File: src/sv/qrs_pkg.sv
`timescale 1ns / 1ps
// shared constants, codes and request context type for the quadratic root solver
// no dependencies
package qrs_pkg;

	localparam int FRAC_BITS_DEF = 16;
	localparam int COEF_W = 16;
	localparam int DISC_W = 34;
	localparam int VAL_W = 48;

	localparam logic [1:0] SIGN_POS = 2'd0;
	localparam logic [1:0] SIGN_ZERO = 2'd1;
	localparam logic [1:0] SIGN_NEG = 2'd2;

	localparam logic [1:0] KIND_NONE = 2'd0;
	localparam logic [1:0] KIND_DISTINCT = 2'd1;
	localparam logic [1:0] KIND_EQUAL = 2'd2;
	localparam logic [1:0] KIND_COMPLEX = 2'd3;

	typedef struct packed {
		logic signed [COEF_W-1:0] a;
		logic signed [COEF_W-1:0] b;
		logic signed [DISC_W-1:0] disc;
		logic [1:0] sign;
		logic [1:0] kind;
	} qrs_ctx_t;

	// |2a| as a 17-bit magnitude
	function automatic logic [COEF_W:0] den_mag(input logic signed [COEF_W-1:0] a);
		logic [COEF_W-1:0] m;
		begin
			m = a[COEF_W-1] ? (~a + 1'b1) : a;
			den_mag = {m, 1'b0};
		end
	endfunction

endpackage

File: src/sv/qrs_div_cell.sv
`timescale 1ns / 1ps
// one quotient bit step for both lanes of the restoring divider by |2a|
// depends on qrs_pkg
module qrs_div_cell import qrs_pkg::*; #(
	parameter int FRAC_BITS = FRAC_BITS_DEF,
	parameter int J = 0
) (
	input  logic                         clk,
	input  logic                         arst_n,
	input  logic                         en,
	input  logic                         v_in,
	input  qrs_ctx_t                     ctx_in,
	input  logic [1:0][FRAC_BITS+17:0]   num_in,
	input  logic [1:0][COEF_W:0]         rem_in,
	input  logic [1:0][FRAC_BITS+17:0]   quo_in,
	input  logic [1:0]                   neg_in,
	output logic                         v_q,
	output qrs_ctx_t                     ctx_q,
	output logic [1:0][FRAC_BITS+17:0]   num_q,
	output logic [1:0][COEF_W:0]         rem_q,
	output logic [1:0][FRAC_BITS+17:0]   quo_q,
	output logic [1:0]                   neg_q
);

	localparam int NW = FRAC_BITS + 18;

	logic [COEF_W:0]          den;
	logic [1:0][COEF_W+1:0]   cur;
	logic [1:0]               ge;
	logic [1:0][COEF_W:0]     rem_n;

	always_comb begin
		den = den_mag(ctx_in.a);
		for (int l = 0; l < 2; l++) begin
			cur[l] = {rem_in[l], num_in[l][J]};
			ge[l] = cur[l] >= {1'b0, den};
			rem_n[l] = ge[l] ? (COEF_W+1)'(cur[l] - {1'b0, den}) : cur[l][COEF_W:0];
		end
	end

	always_ff @(posedge clk or negedge arst_n) begin
		if (!arst_n)
			v_q <= 1'b0;
		else if (en)
			v_q <= v_in;
	end

	always_ff @(posedge clk) begin
		if (en) begin
			ctx_q <= ctx_in;
			num_q <= num_in;
			neg_q <= neg_in;
			rem_q <= rem_n;
			for (int l = 0; l < 2; l++)
				quo_q[l] <= {quo_in[l][NW-2:0], ge[l]};
		end
	end

endmodule

File: config.mk
export PLATFORM = sky130hd
export DESIGN_NAME = qrs_div_cell
export DESIGN_NICKNAME = d
export VERILOG_FILES = /design/src/sv/qrs_pkg.sv /design/src/sv/qrs_div_cell.sv
export SDC_FILE = /design/constraint.sdc
export NUM_CORES = 1
export LEC_CHECK = 0
export BUFFER_PORTS_ARGS = -buffer_cell sky130_fd_sc_hd__buf_2
export CAP_MARGIN = 0
export CELL_PAD_IN_SITES_DETAIL_PLACEMENT = 1
export CELL_PAD_IN_SITES_GLOBAL_PLACEMENT = 1
export CORE_AREA = 2 2 191 193
export DETAILED_ROUTE_END_ITERATION = 8
export DIE_AREA = 0 0 193 195
export PLACE_DENSITY_LB_ADDON = 0.05
export SLEW_MARGIN = 10
export SYNTH_ARGS = -nofsm -noshare
export SYNTH_HDL_FRONTEND = slang
export SYNTH_SLANG_ARGS = --single-unit
export TNS_END_PERCENT = 5
File: constraint.sdc
create_clock -name clk -period 0.9 [get_ports clk]
set_input_delay 0.18 -clock clk [delete_from_list [all_inputs] [get_ports clk]]
set_output_delay 0.18 -clock clk [all_outputs]
set_load 0.02 [all_outputs]
==> run summary <==
final weighted congestion in routability-driven placement - 0.7659
violated checks - negative setup slack
Reg2Reg Depth - 1
max-cap violations - 0
site row count - 69
placed cell areas - 13830 sq um
routed length on met3 - 2322 microns
longest individual stage delay on the worst path - 0.44 ns
post-DR wirelength/cell - 18.68 microns
kind of start point of the critical path - input pin
cts bufs inserted - 28
GRT Util Overall - 0.1851
worst supply voltage drop on vdd - 1456 uV
Worst-Skew Late Latency - 0.54 ns
Least-Margin Pin Slew - 0.5031 ns
Vias - 8050
cell at the root of the clock tree - clkbuf_16
final worst hold slack - 0.02248 ns
per-instance average area after synthesis - 17.63 sq um
share of total power in combinational logic - 0.248
post-placement setup slack - -2.880 ns
signal arrival time at the worst endpoint - 3.41 ns
final instance area - 17490 sq um
number of flip-flops and latches in the synthesized netlist - 241
initial detailed-routing violation count - 176
fin. max-slew vios - 0
detailed route wirelength on metal2 - 19320 microns
placeable core region - 35400 sq um
Power Dens Cells - 1860 nW/um^2
Leak Pwr - 7.614 nW
Crit Path Max Fanout - 10
number of nets with antenna violations after detailed routing - 0
Sequential Power Share - 0.428
part of the Yosys area used for sequential elements - 0.7696
cell type of the slowest stage on the worst timing path - or3_4
net total in the final layout - 1718
Unique masters post-synth - 57
vias in the first global route - 8815
Reg2Reg Setup Slack - 0.16 ns
clk slew on worst S/H paths - 0.06 ns
Congestion Overflow GR - 0
cells after synthesis - 533
largest clock skew in the final design - 0 ns
pin count of the biggest net entering global routing - 20
via density per instance - 4.188
Hold Fails Final Rpt - 0
worst setup margin - -2.224 ns
leading cell types by count after synthesis - 240 x edfxtp_1, 31 x ha_1, 21 x nand2_1, 21 x nor2_1, 20 x xor2_1
horizontal die dimension - 193 microns
proportion of layout cells with a drive suffix above 1 - 0.5141
clock tree from TritonCTS - built
setup tns final - -157.63 ns
number of synthesized flops with an enable pin - 240
crit share post-route - 3.471
net switching power - 0.008919 W
Chip Height - 195 microns
H-tree level count - 1
Syn Nets - 812
Die ar. - 37640 sq um
most instantiated flip-flop cell in the synthesis netlist - edfxtp_1
CTS sink cnt - 241
critical path cell sequence - buf_6 > or3_4 > or3_4 > o41ai_4 > xor2_2 > ha_1 > buf_4 > nand4_1 > or3_4 > a31oi_1 > o21ai_1 > nand2_2 > buf_6 > mux2_2
detailed-routing iteration count for the pre-antenna-repair pass - 4
library cell with the highest instance count after synthesis - edfxtp_1
critical path depth - 14
count of cells along the worst hold path - 2
I/O pins - 489
HPWL reported at the end of detailed placement - 27480 microns
total setup violations reported at the end of the flow - 277
setup repair after global routing missed its margin - yes
final WL - 35910 microns
Max Clk Rate - 320.1 MHz
required time worst endpoint - 1.19 ns
Max Used Layer - met4
Worst setup EP type - register
number of buffers on the longest clock path - 3
tightest slew margin relative to the limit - 0.6609
share of Yosys cell area claimed by the top area cell type - 0.7670
Buf/Inv on CP - 3
fin crit period - 3.124 ns
area of the mapped netlist - 9397 sq um
kind of path behind the tightest hold check - in -> reg
share of total power in the clock network - 0.324
async set-or-reset flop fraction in the synthesized netlist - 0.004149
cell repeated most along the worst path - or3_4
post-route core utilization - 0.4942
count of input and output buffers - 486
Initial Utilization - 0.2655
Setup CP Type - in -> reg
cell family contributing the most delay on the critical path - simple AND/OR/NAND/NOR gates
switching fraction of total power - 0.2741
Area contributors post-synth - edfxtp_1 77%, ha_1 4.1%, xor2_1 1.9%
remaining design rule violation count - 0
wire length on met1 - 13560 microns
largest area contributor in the synthesized netlist - edfxtp_1
internal cell power - 0.02362 W
initial antenna violation count - 3
synthesis-to-finish area growth - 86.18%
run status - finished, violations left
Synth warnings - 0
wire length of the first global-routing pass - 52510 microns
## path summary, 6_finish.rpt
| path | startpoint | endpoint |
|---|---|---|
| max | ctx_in[59] | rem_q[11]$_DFFE_PP_ |
| min | ctx_in[65] | ctx_q[65]$_DFFE_PP_ |
| max reg2reg | v_q$_DFFE_PN0P_ | v_q$_DFFE_PN0P_ |
| min reg2reg | v_q$_DFFE_PN0P_ | v_q$_DFFE_PN0P_ |
| max in group asynchronous | arst_n | v_q$_DFFE_PN0P_ |
| min in group asynchronous | arst_n | v_q$_DFFE_PN0P_ |
## sequential cells by signal, summed over array words and instances (netlist names)
register	cells
quo_q	68
ctx_q	70
rem_q	32
num_q	68
v_q	1
neg_q	2
## layout by cell type (no fill, tap or decap), drive strengths merged, types with 16 or more instances in the layout
cell and count:
edfxtp 240, buf 651, clkbuf 35, a21oi 19
o21ai 28, xnor2 17, xor2 20, inv 16
ha 31, nor2 21, dlygate4sd3 232, mux2 18
nand2 22
## per-layer routing
metal / GRT usage / up-vias
met5: 0 / -
met4: 0.04602 / 0
met3: 0.03541 / 46
met2: 0.3551 / 259
met1: 0.2067 / 3870
li1: - / 3875
## kinds of logic (layout without fill, tap and decap cells)
| logic type | Yosys count | in the layout | share of synthesized area |
|---|---|---|---|
| flops | 241 | 241 | 0.7696 |
| compound gates | 89 | 89 | 0.06312 |
| simple gates | 84 | 84 | 0.04554 |
| xor+xnor | 37 | 37 | 0.03449 |
| fa+ha+maj | 36 | 36 | 0.04887 |
| mux | 23 | 23 | 0.02730 |
| buf+inv | 23 | 949 | 0.01105 |
| other cells | 0 | 2 | 0 |
## power by group through the flow
| stage | sequential [W] | combinational, W | clock [W] |
|---|---|---|---|
| 4_1_cts | 0.0139 | 0.00801 | 0.0109 |
| 3_3_place_gp | 0.0141 | 0.00677 | 0 |
| 2_1_floorplan | 0.0155 | 0.00178 | 0 |
| 3_5_place_dp | 0.0141 | 0.00680 | 0 |
| 6_report | 0.0139 | 0.00805 | 0.0105 |
| 5_1_grt | 0.0140 | 0.00870 | 0.0113 |
## layout make-up
cell class / instances / area [sq um]
Clock inverter: 15 / 118.9
Timing Repair Buffer: 883 / 6485
Antenna cell: 2 / 5.005
Tap cell: 461 / 576.8
Fill cell: 3741 / 17900
Sequential cell: 241 / 7232
Inverter: 16 / 62.56
Multi-Input combinational cell: 269 / 2287
Clock buffer: 35 / 726.9
## through the flow
stage	instances	power (W)
final	1922	0.03253
after global routing	1922	0.03408
after CTS	1919	0.03280
after detailed placement	1637	0.02090
after global placement	1637	0.02085
after floorplan	533	0.01731
## repair_timing
action,in CTS,in global routing
setup buffers,0,1
resized for setup,100,30
setup endpoints to repair,277,277
pin swaps,12,16
hold endpoints to repair,231,0
gates cloned,0,0
hold buffers,232,0
Power figures use the tool's default switching activity.
