==> src/sv/qrs_pkg.sv <==
`timescale 1ns / 1ps
// shared constants, codes and request context type for the quadratic root solver
// no dependencies
package qrs_pkg;

	localparam int FRAC_BITS_DEF = 16;
	localparam int COEF_W = 16;
	localparam int DISC_W = 34;
	localparam int VAL_W = 48;

	localparam logic [1:0] SIGN_POS = 2'd0;
	localparam logic [1:0] SIGN_ZERO = 2'd1;
	localparam logic [1:0] SIGN_NEG = 2'd2;

	localparam logic [1:0] KIND_NONE = 2'd0;
	localparam logic [1:0] KIND_DISTINCT = 2'd1;
	localparam logic [1:0] KIND_EQUAL = 2'd2;
	localparam logic [1:0] KIND_COMPLEX = 2'd3;

	typedef struct packed {
		logic signed [COEF_W-1:0] a;
		logic signed [COEF_W-1:0] b;
		logic signed [DISC_W-1:0] disc;
		logic [1:0] sign;
		logic [1:0] kind;
	} qrs_ctx_t;

	// |2a| as a 17-bit magnitude
	function automatic logic [COEF_W:0] den_mag(input logic signed [COEF_W-1:0] a);
		logic [COEF_W-1:0] m;
		begin
			m = a[COEF_W-1] ? (~a + 1'b1) : a;
			den_mag = {m, 1'b0};
		end
	endfunction

endpackage

==> src/sv/qrs_front.sv <==
`timescale 1ns / 1ps
// front end: products, exact discriminant, sign class and root kind
// depends on qrs_pkg
module qrs_front import qrs_pkg::*; (
	input  logic                     clk,
	input  logic                     arst_n,
	input  logic                     en,
	input  logic                     v_in,
	input  logic signed [COEF_W-1:0] a_in,
	input  logic signed [COEF_W-1:0] b_in,
	input  logic signed [COEF_W-1:0] c_in,
	output logic                     v_out,
	output qrs_ctx_t                 ctx_out,
	output logic [DISC_W-1:0]        mag_out
);

	logic                            v_s1;
	logic signed [2*COEF_W-1:0]      bb_s1;
	logic signed [2*COEF_W-1:0]      ac_s1;
	logic signed [COEF_W-1:0]        a_s1;
	logic signed [COEF_W-1:0]        b_s1;
	logic signed [DISC_W-1:0]        d;
	logic [1:0]                      sgn;
	logic [1:0]                      kind;

	always_ff @(posedge clk or negedge arst_n) begin
		if (!arst_n) begin
			v_s1 <= 1'b0;
			v_out <= 1'b0;
		end else if (en) begin
			v_s1 <= v_in;
			v_out <= v_s1;
		end
	end

	always_ff @(posedge clk) begin
		if (en) begin
			bb_s1 <= b_in * b_in;
			ac_s1 <= a_in * c_in;
			a_s1 <= a_in;
			b_s1 <= b_in;
		end
	end

	always_comb begin
		d = $signed({{(DISC_W-2*COEF_W){bb_s1[2*COEF_W-1]}}, bb_s1})
			- $signed({ac_s1, 2'b00});
		if (d[DISC_W-1])
			sgn = SIGN_NEG;
		else if (d == '0)
			sgn = SIGN_ZERO;
		else
			sgn = SIGN_POS;
		if (a_s1 == '0)
			kind = KIND_NONE;
		else if (sgn == SIGN_POS)
			kind = KIND_DISTINCT;
		else if (sgn == SIGN_ZERO)
			kind = KIND_EQUAL;
		else
			kind = KIND_COMPLEX;
	end

	always_ff @(posedge clk) begin
		if (en) begin
			ctx_out.a <= a_s1;
			ctx_out.b <= b_s1;
			ctx_out.disc <= d;
			ctx_out.sign <= sgn;
			ctx_out.kind <= kind;
			mag_out <= d[DISC_W-1] ? DISC_W'(-d) : DISC_W'(d);
		end
	end

endmodule

==> config.mk <==
export PLATFORM = sky130hd
export DESIGN_NAME = qrs_front
export DESIGN_NICKNAME = d
export VERILOG_FILES = /design/src/sv/qrs_pkg.sv /design/src/sv/qrs_front.sv
export SDC_FILE = /design/constraint.sdc
export NUM_CORES = 2
export LEC_CHECK = 0
export BUFFER_PORTS_ARGS = -buffer_cell sky130_fd_sc_hd__buf_2
export CAP_MARGIN = 5
export CORE_UTILIZATION = 46
export DETAILED_ROUTE_END_ITERATION = 12
export MAX_ROUTING_LAYER = met4
export SLEW_MARGIN = 20
export SYNTH_ARGS = -nofsm -noshare
export SYNTH_HDL_FRONTEND = slang
export SYNTH_SLANG_ARGS = --single-unit
==> constraint.sdc <==
create_clock -name clk -period 8.29 [get_ports clk]
set_input_delay 1.658 -clock clk [delete_from_list [all_inputs] [get_ports clk]]
set_output_delay 1.658 -clock clk [all_outputs]
set_load 0.05 [all_outputs]
==> results.yml <==
worst_setup_path:
  timing.setup.critical_path_class: "in2reg"
  cp_data_arrival_time_ns: 7.95
  critical_path.startpoint_type: "input pin"
  worstPathMaxFanout: 16
  cp.required_ns: 8.56
  end_kind: "flip-flop"
finish:
  final_net_count: 3536
  num_antenna_cells: 0
  finalInstanceArea_um2: 29600
  layoutNonFillerInstCount: 3562
  flow.area_growth_from_synthesis_pct: 8.37
  num-fill-cells: 5350
  final_common_cell: "sky130_fd_sc_hd__inv_1"
  layout-drive-gt1-share_pct: 8.94
  commonest_cells_after_routing_fill_and_taps_aside: "662 x sky130_fd_sc_hd__inv_1, 501 x sky130_fd_sc_hd__fa_1, 240 x sky130_fd_sc_hd__nand2_1, 199 x sky130_fd_sc_hd__ha_1, 194 x sky130_fd_sc_hd__edfxtp_1"
yosys:
  synth-warning-count: 0
  syn_area_per_cell_um2: 10.3
  postSynthNetCount: 3407
  synth-edff-count: 194
  number_of_instances_in_the_synthesized_netlist: 2655
  ys_types: 82
  synth-main-ff-cell: "sky130_fd_sc_hd__edfxtp_1"
  synth-seq-cells: 196
  total_standard_cell_area_after_synthesis_um2: 27300
  synth_seq_area_share_pct: 21.5
  ys_async_sr_fraction_pct: 1.02
routing:
  detail_route.vias_per_cell: 5.17
  drt_first_iter_violations: 979
  drtPass1Iterations: 7
  dr_total_vias: 18405
  totalWireLength_um: 60800
  wl_per_cell_um: 17.1
  drc: 0
  ant_nets: 0
sta:
  tightest_slew_ns: 0.927
  finalClockSkew_ns: 0.0187
  setup_slack_ns: 0.606
  final_min_period_over_clock_period_pct: 92.7
  max-slew-margin-rel_pct: 38.2
  tns_ns: 0
  rsz0062_at_grt: "false"
  finalSetupViolations: 0
  drv_slew: 0
  report.final.hold_viol_count: 0
  max_clock_freq_mhz: 130
  fin_crit_ns: 7.68
cts:
  ctsHoldBuffers: 0
  number_of_buffers_added_by_the_clock_tree_synthesis_step: 17
  clk_pin_slew_ns: 0.09
  cts_root_buf: "sky130_fd_sc_hd__clkbuf_16"
  tritoncts_clock_tree: "yes"
  cts.path.max_buffers: 2
  cts_htree_levels: 4
  worst_skew_pair.late_latency_ns: 0.51
  cts_sinks: 196
  post-cts-setup-buffers: 0
  ctsResizeCount: 0
placed_design:
  buffer_ports.inserted: 155
  pre_cts_slack_ns: 0.128
  placed_cells: 3530
  hpwl_um: 50000
  gpl.final_weighted_congestion: 0.862
  post_dp_cell_area_um2: 28900
global_route:
  gr-usage-all-layers_pct: 22.4
  grt_max_degree: 100
  grt_pass1_vias: 19949
  grt_pass1_wl_um: 102000
  overflow: 0
  initial_antenna_violation_count: 2
floorplan:
  initial_utilization_pct: 46.9
  die_area_um2: 60300
  die_w_um: 246
  ioPinCount: 157
  fp.dieH_um: 246
  std_cell_rows: 88
  core_region_area_um2: 58100
outcome:
  status: "finished clean"
hold_path:
  worstHoldPathType: "reg2reg"
job:
  number_of_max_cap_violations: 0
## state kept, by name, indices dropped and copies added (netlist names)
signal,count
v_out,1
ctx_out,67
v_s1,1
b_s1,15
a_s1,16
ac_s1,32
bb_s1,31
mag_out,33
## worst max-delay path, stage by stage
cell and delay (ns):
sky130_fd_sc_hd__buf_2 0.31, sky130_fd_sc_hd__nand2_1 0.13, sky130_fd_sc_hd__fa_1 0.52, sky130_fd_sc_hd__fa_1 0.58
sky130_fd_sc_hd__fa_1 0.47, sky130_fd_sc_hd__fa_1 0.55, sky130_fd_sc_hd__inv_1 0.05, sky130_fd_sc_hd__fa_1 0.49
sky130_fd_sc_hd__fa_1 0.43, sky130_fd_sc_hd__ha_1 0.34, sky130_fd_sc_hd__a21o_1 0.17, sky130_fd_sc_hd__a21o_1 0.16
sky130_fd_sc_hd__a21oi_1 0.32, sky130_fd_sc_hd__o21ai_0 0.18, sky130_fd_sc_hd__a211o_1 0.29, sky130_fd_sc_hd__a31oi_1 0.31
sky130_fd_sc_hd__o31ai_1 0.19, sky130_fd_sc_hd__a2111oi_0 0.47, sky130_fd_sc_hd__o21bai_1 0.16, sky130_fd_sc_hd__xnor2_1 0.14
## final timing paths
kind                          endpoint  cells past startpoint      from  slack (ns)
max                          ac_s1[31]                     20   c_in[1]        0.61
min                        ctx_out[40]                      0   b_s1[2]        0.42
max reg2reg                 ctx_out[0]                     13  ac_s1[0]        3.70
min reg2reg                ctx_out[40]                      0   b_s1[2]        0.42
max in group asynchronous         v_s1                      1    arst_n        7.28
min in group asynchronous        v_out                      1    arst_n        0.92
## final cells by class
| type | instances | area (um2) | area share [%] |
|---|---|---|---|
| clock buffers | 17 | 425 | 1.44 |
| multi-input cells | 1724 | 18600 | 63.0 |
| inverters | 664 | 2490 | 8.43 |
| flip-flops and latches | 196 | 5880 | 19.9 |
| repair buffers | 181 | 980 | 3.31 |
| clock inverters | 15 | 196 | 0.664 |
| well taps | 765 | 957 | 3.24 |
## cells by family after synthesis
kind of cell    Yosys count  share of synthesized area, %
compound gates          266                          6.63
xor+xnor                130                          4.23
fa+ha+maj               700                          45.9
buf+inv                 735                          10.2
flops                   196                          21.5
mux                       6                         0.234
other cells               1                        0.0137
simple gates            621                          11.3
## cell usage after synthesis (18+ instances only)
cell type,count,area [um2]
sky130_fd_sc_hd__o21ai_0,37,185
sky130_fd_sc_hd__edfxtp_1,194,5830
sky130_fd_sc_hd__a21oi_1,78,390
sky130_fd_sc_hd__fa_1,501,10000
sky130_fd_sc_hd__ha_1,199,2490
sky130_fd_sc_hd__nand3_1,26,130
sky130_fd_sc_hd__a21o_1,32,240
sky130_fd_sc_hd__nor2_1,88,330
sky130_fd_sc_hd__o21bai_1,18,135
sky130_fd_sc_hd__clkbuf_1,66,248
sky130_fd_sc_hd__xor2_1,44,385
sky130_fd_sc_hd__xnor2_1,84,736
sky130_fd_sc_hd__inv_1,662,2480
sky130_fd_sc_hd__and2_1,171,1070
sky130_fd_sc_hd__nand2_1,240,901
## routing by layer
layer	GRT usage [%]	wire [um]	up-vias
met3	2.82	2310	69
met1	29.2	26600	9512
met4	6.05	1240	0
met5	-	0	-
met2	37.1	30600	387
li1	-	-	8437
## stage by stage
step	util (%)	hold WS [ns]
2_1_floorplan	-	0.400
3_3_place_gp	49.8	0.403
3_5_place_dp	49.8	0.405
4_1_cts	50.9	0.426
5_1_grt	50.9	0.433
6_report	50.9	0.424
Power is not shown: default switching activity piles up to over one toggle a cycle in this logic, so the estimate is an artifact.
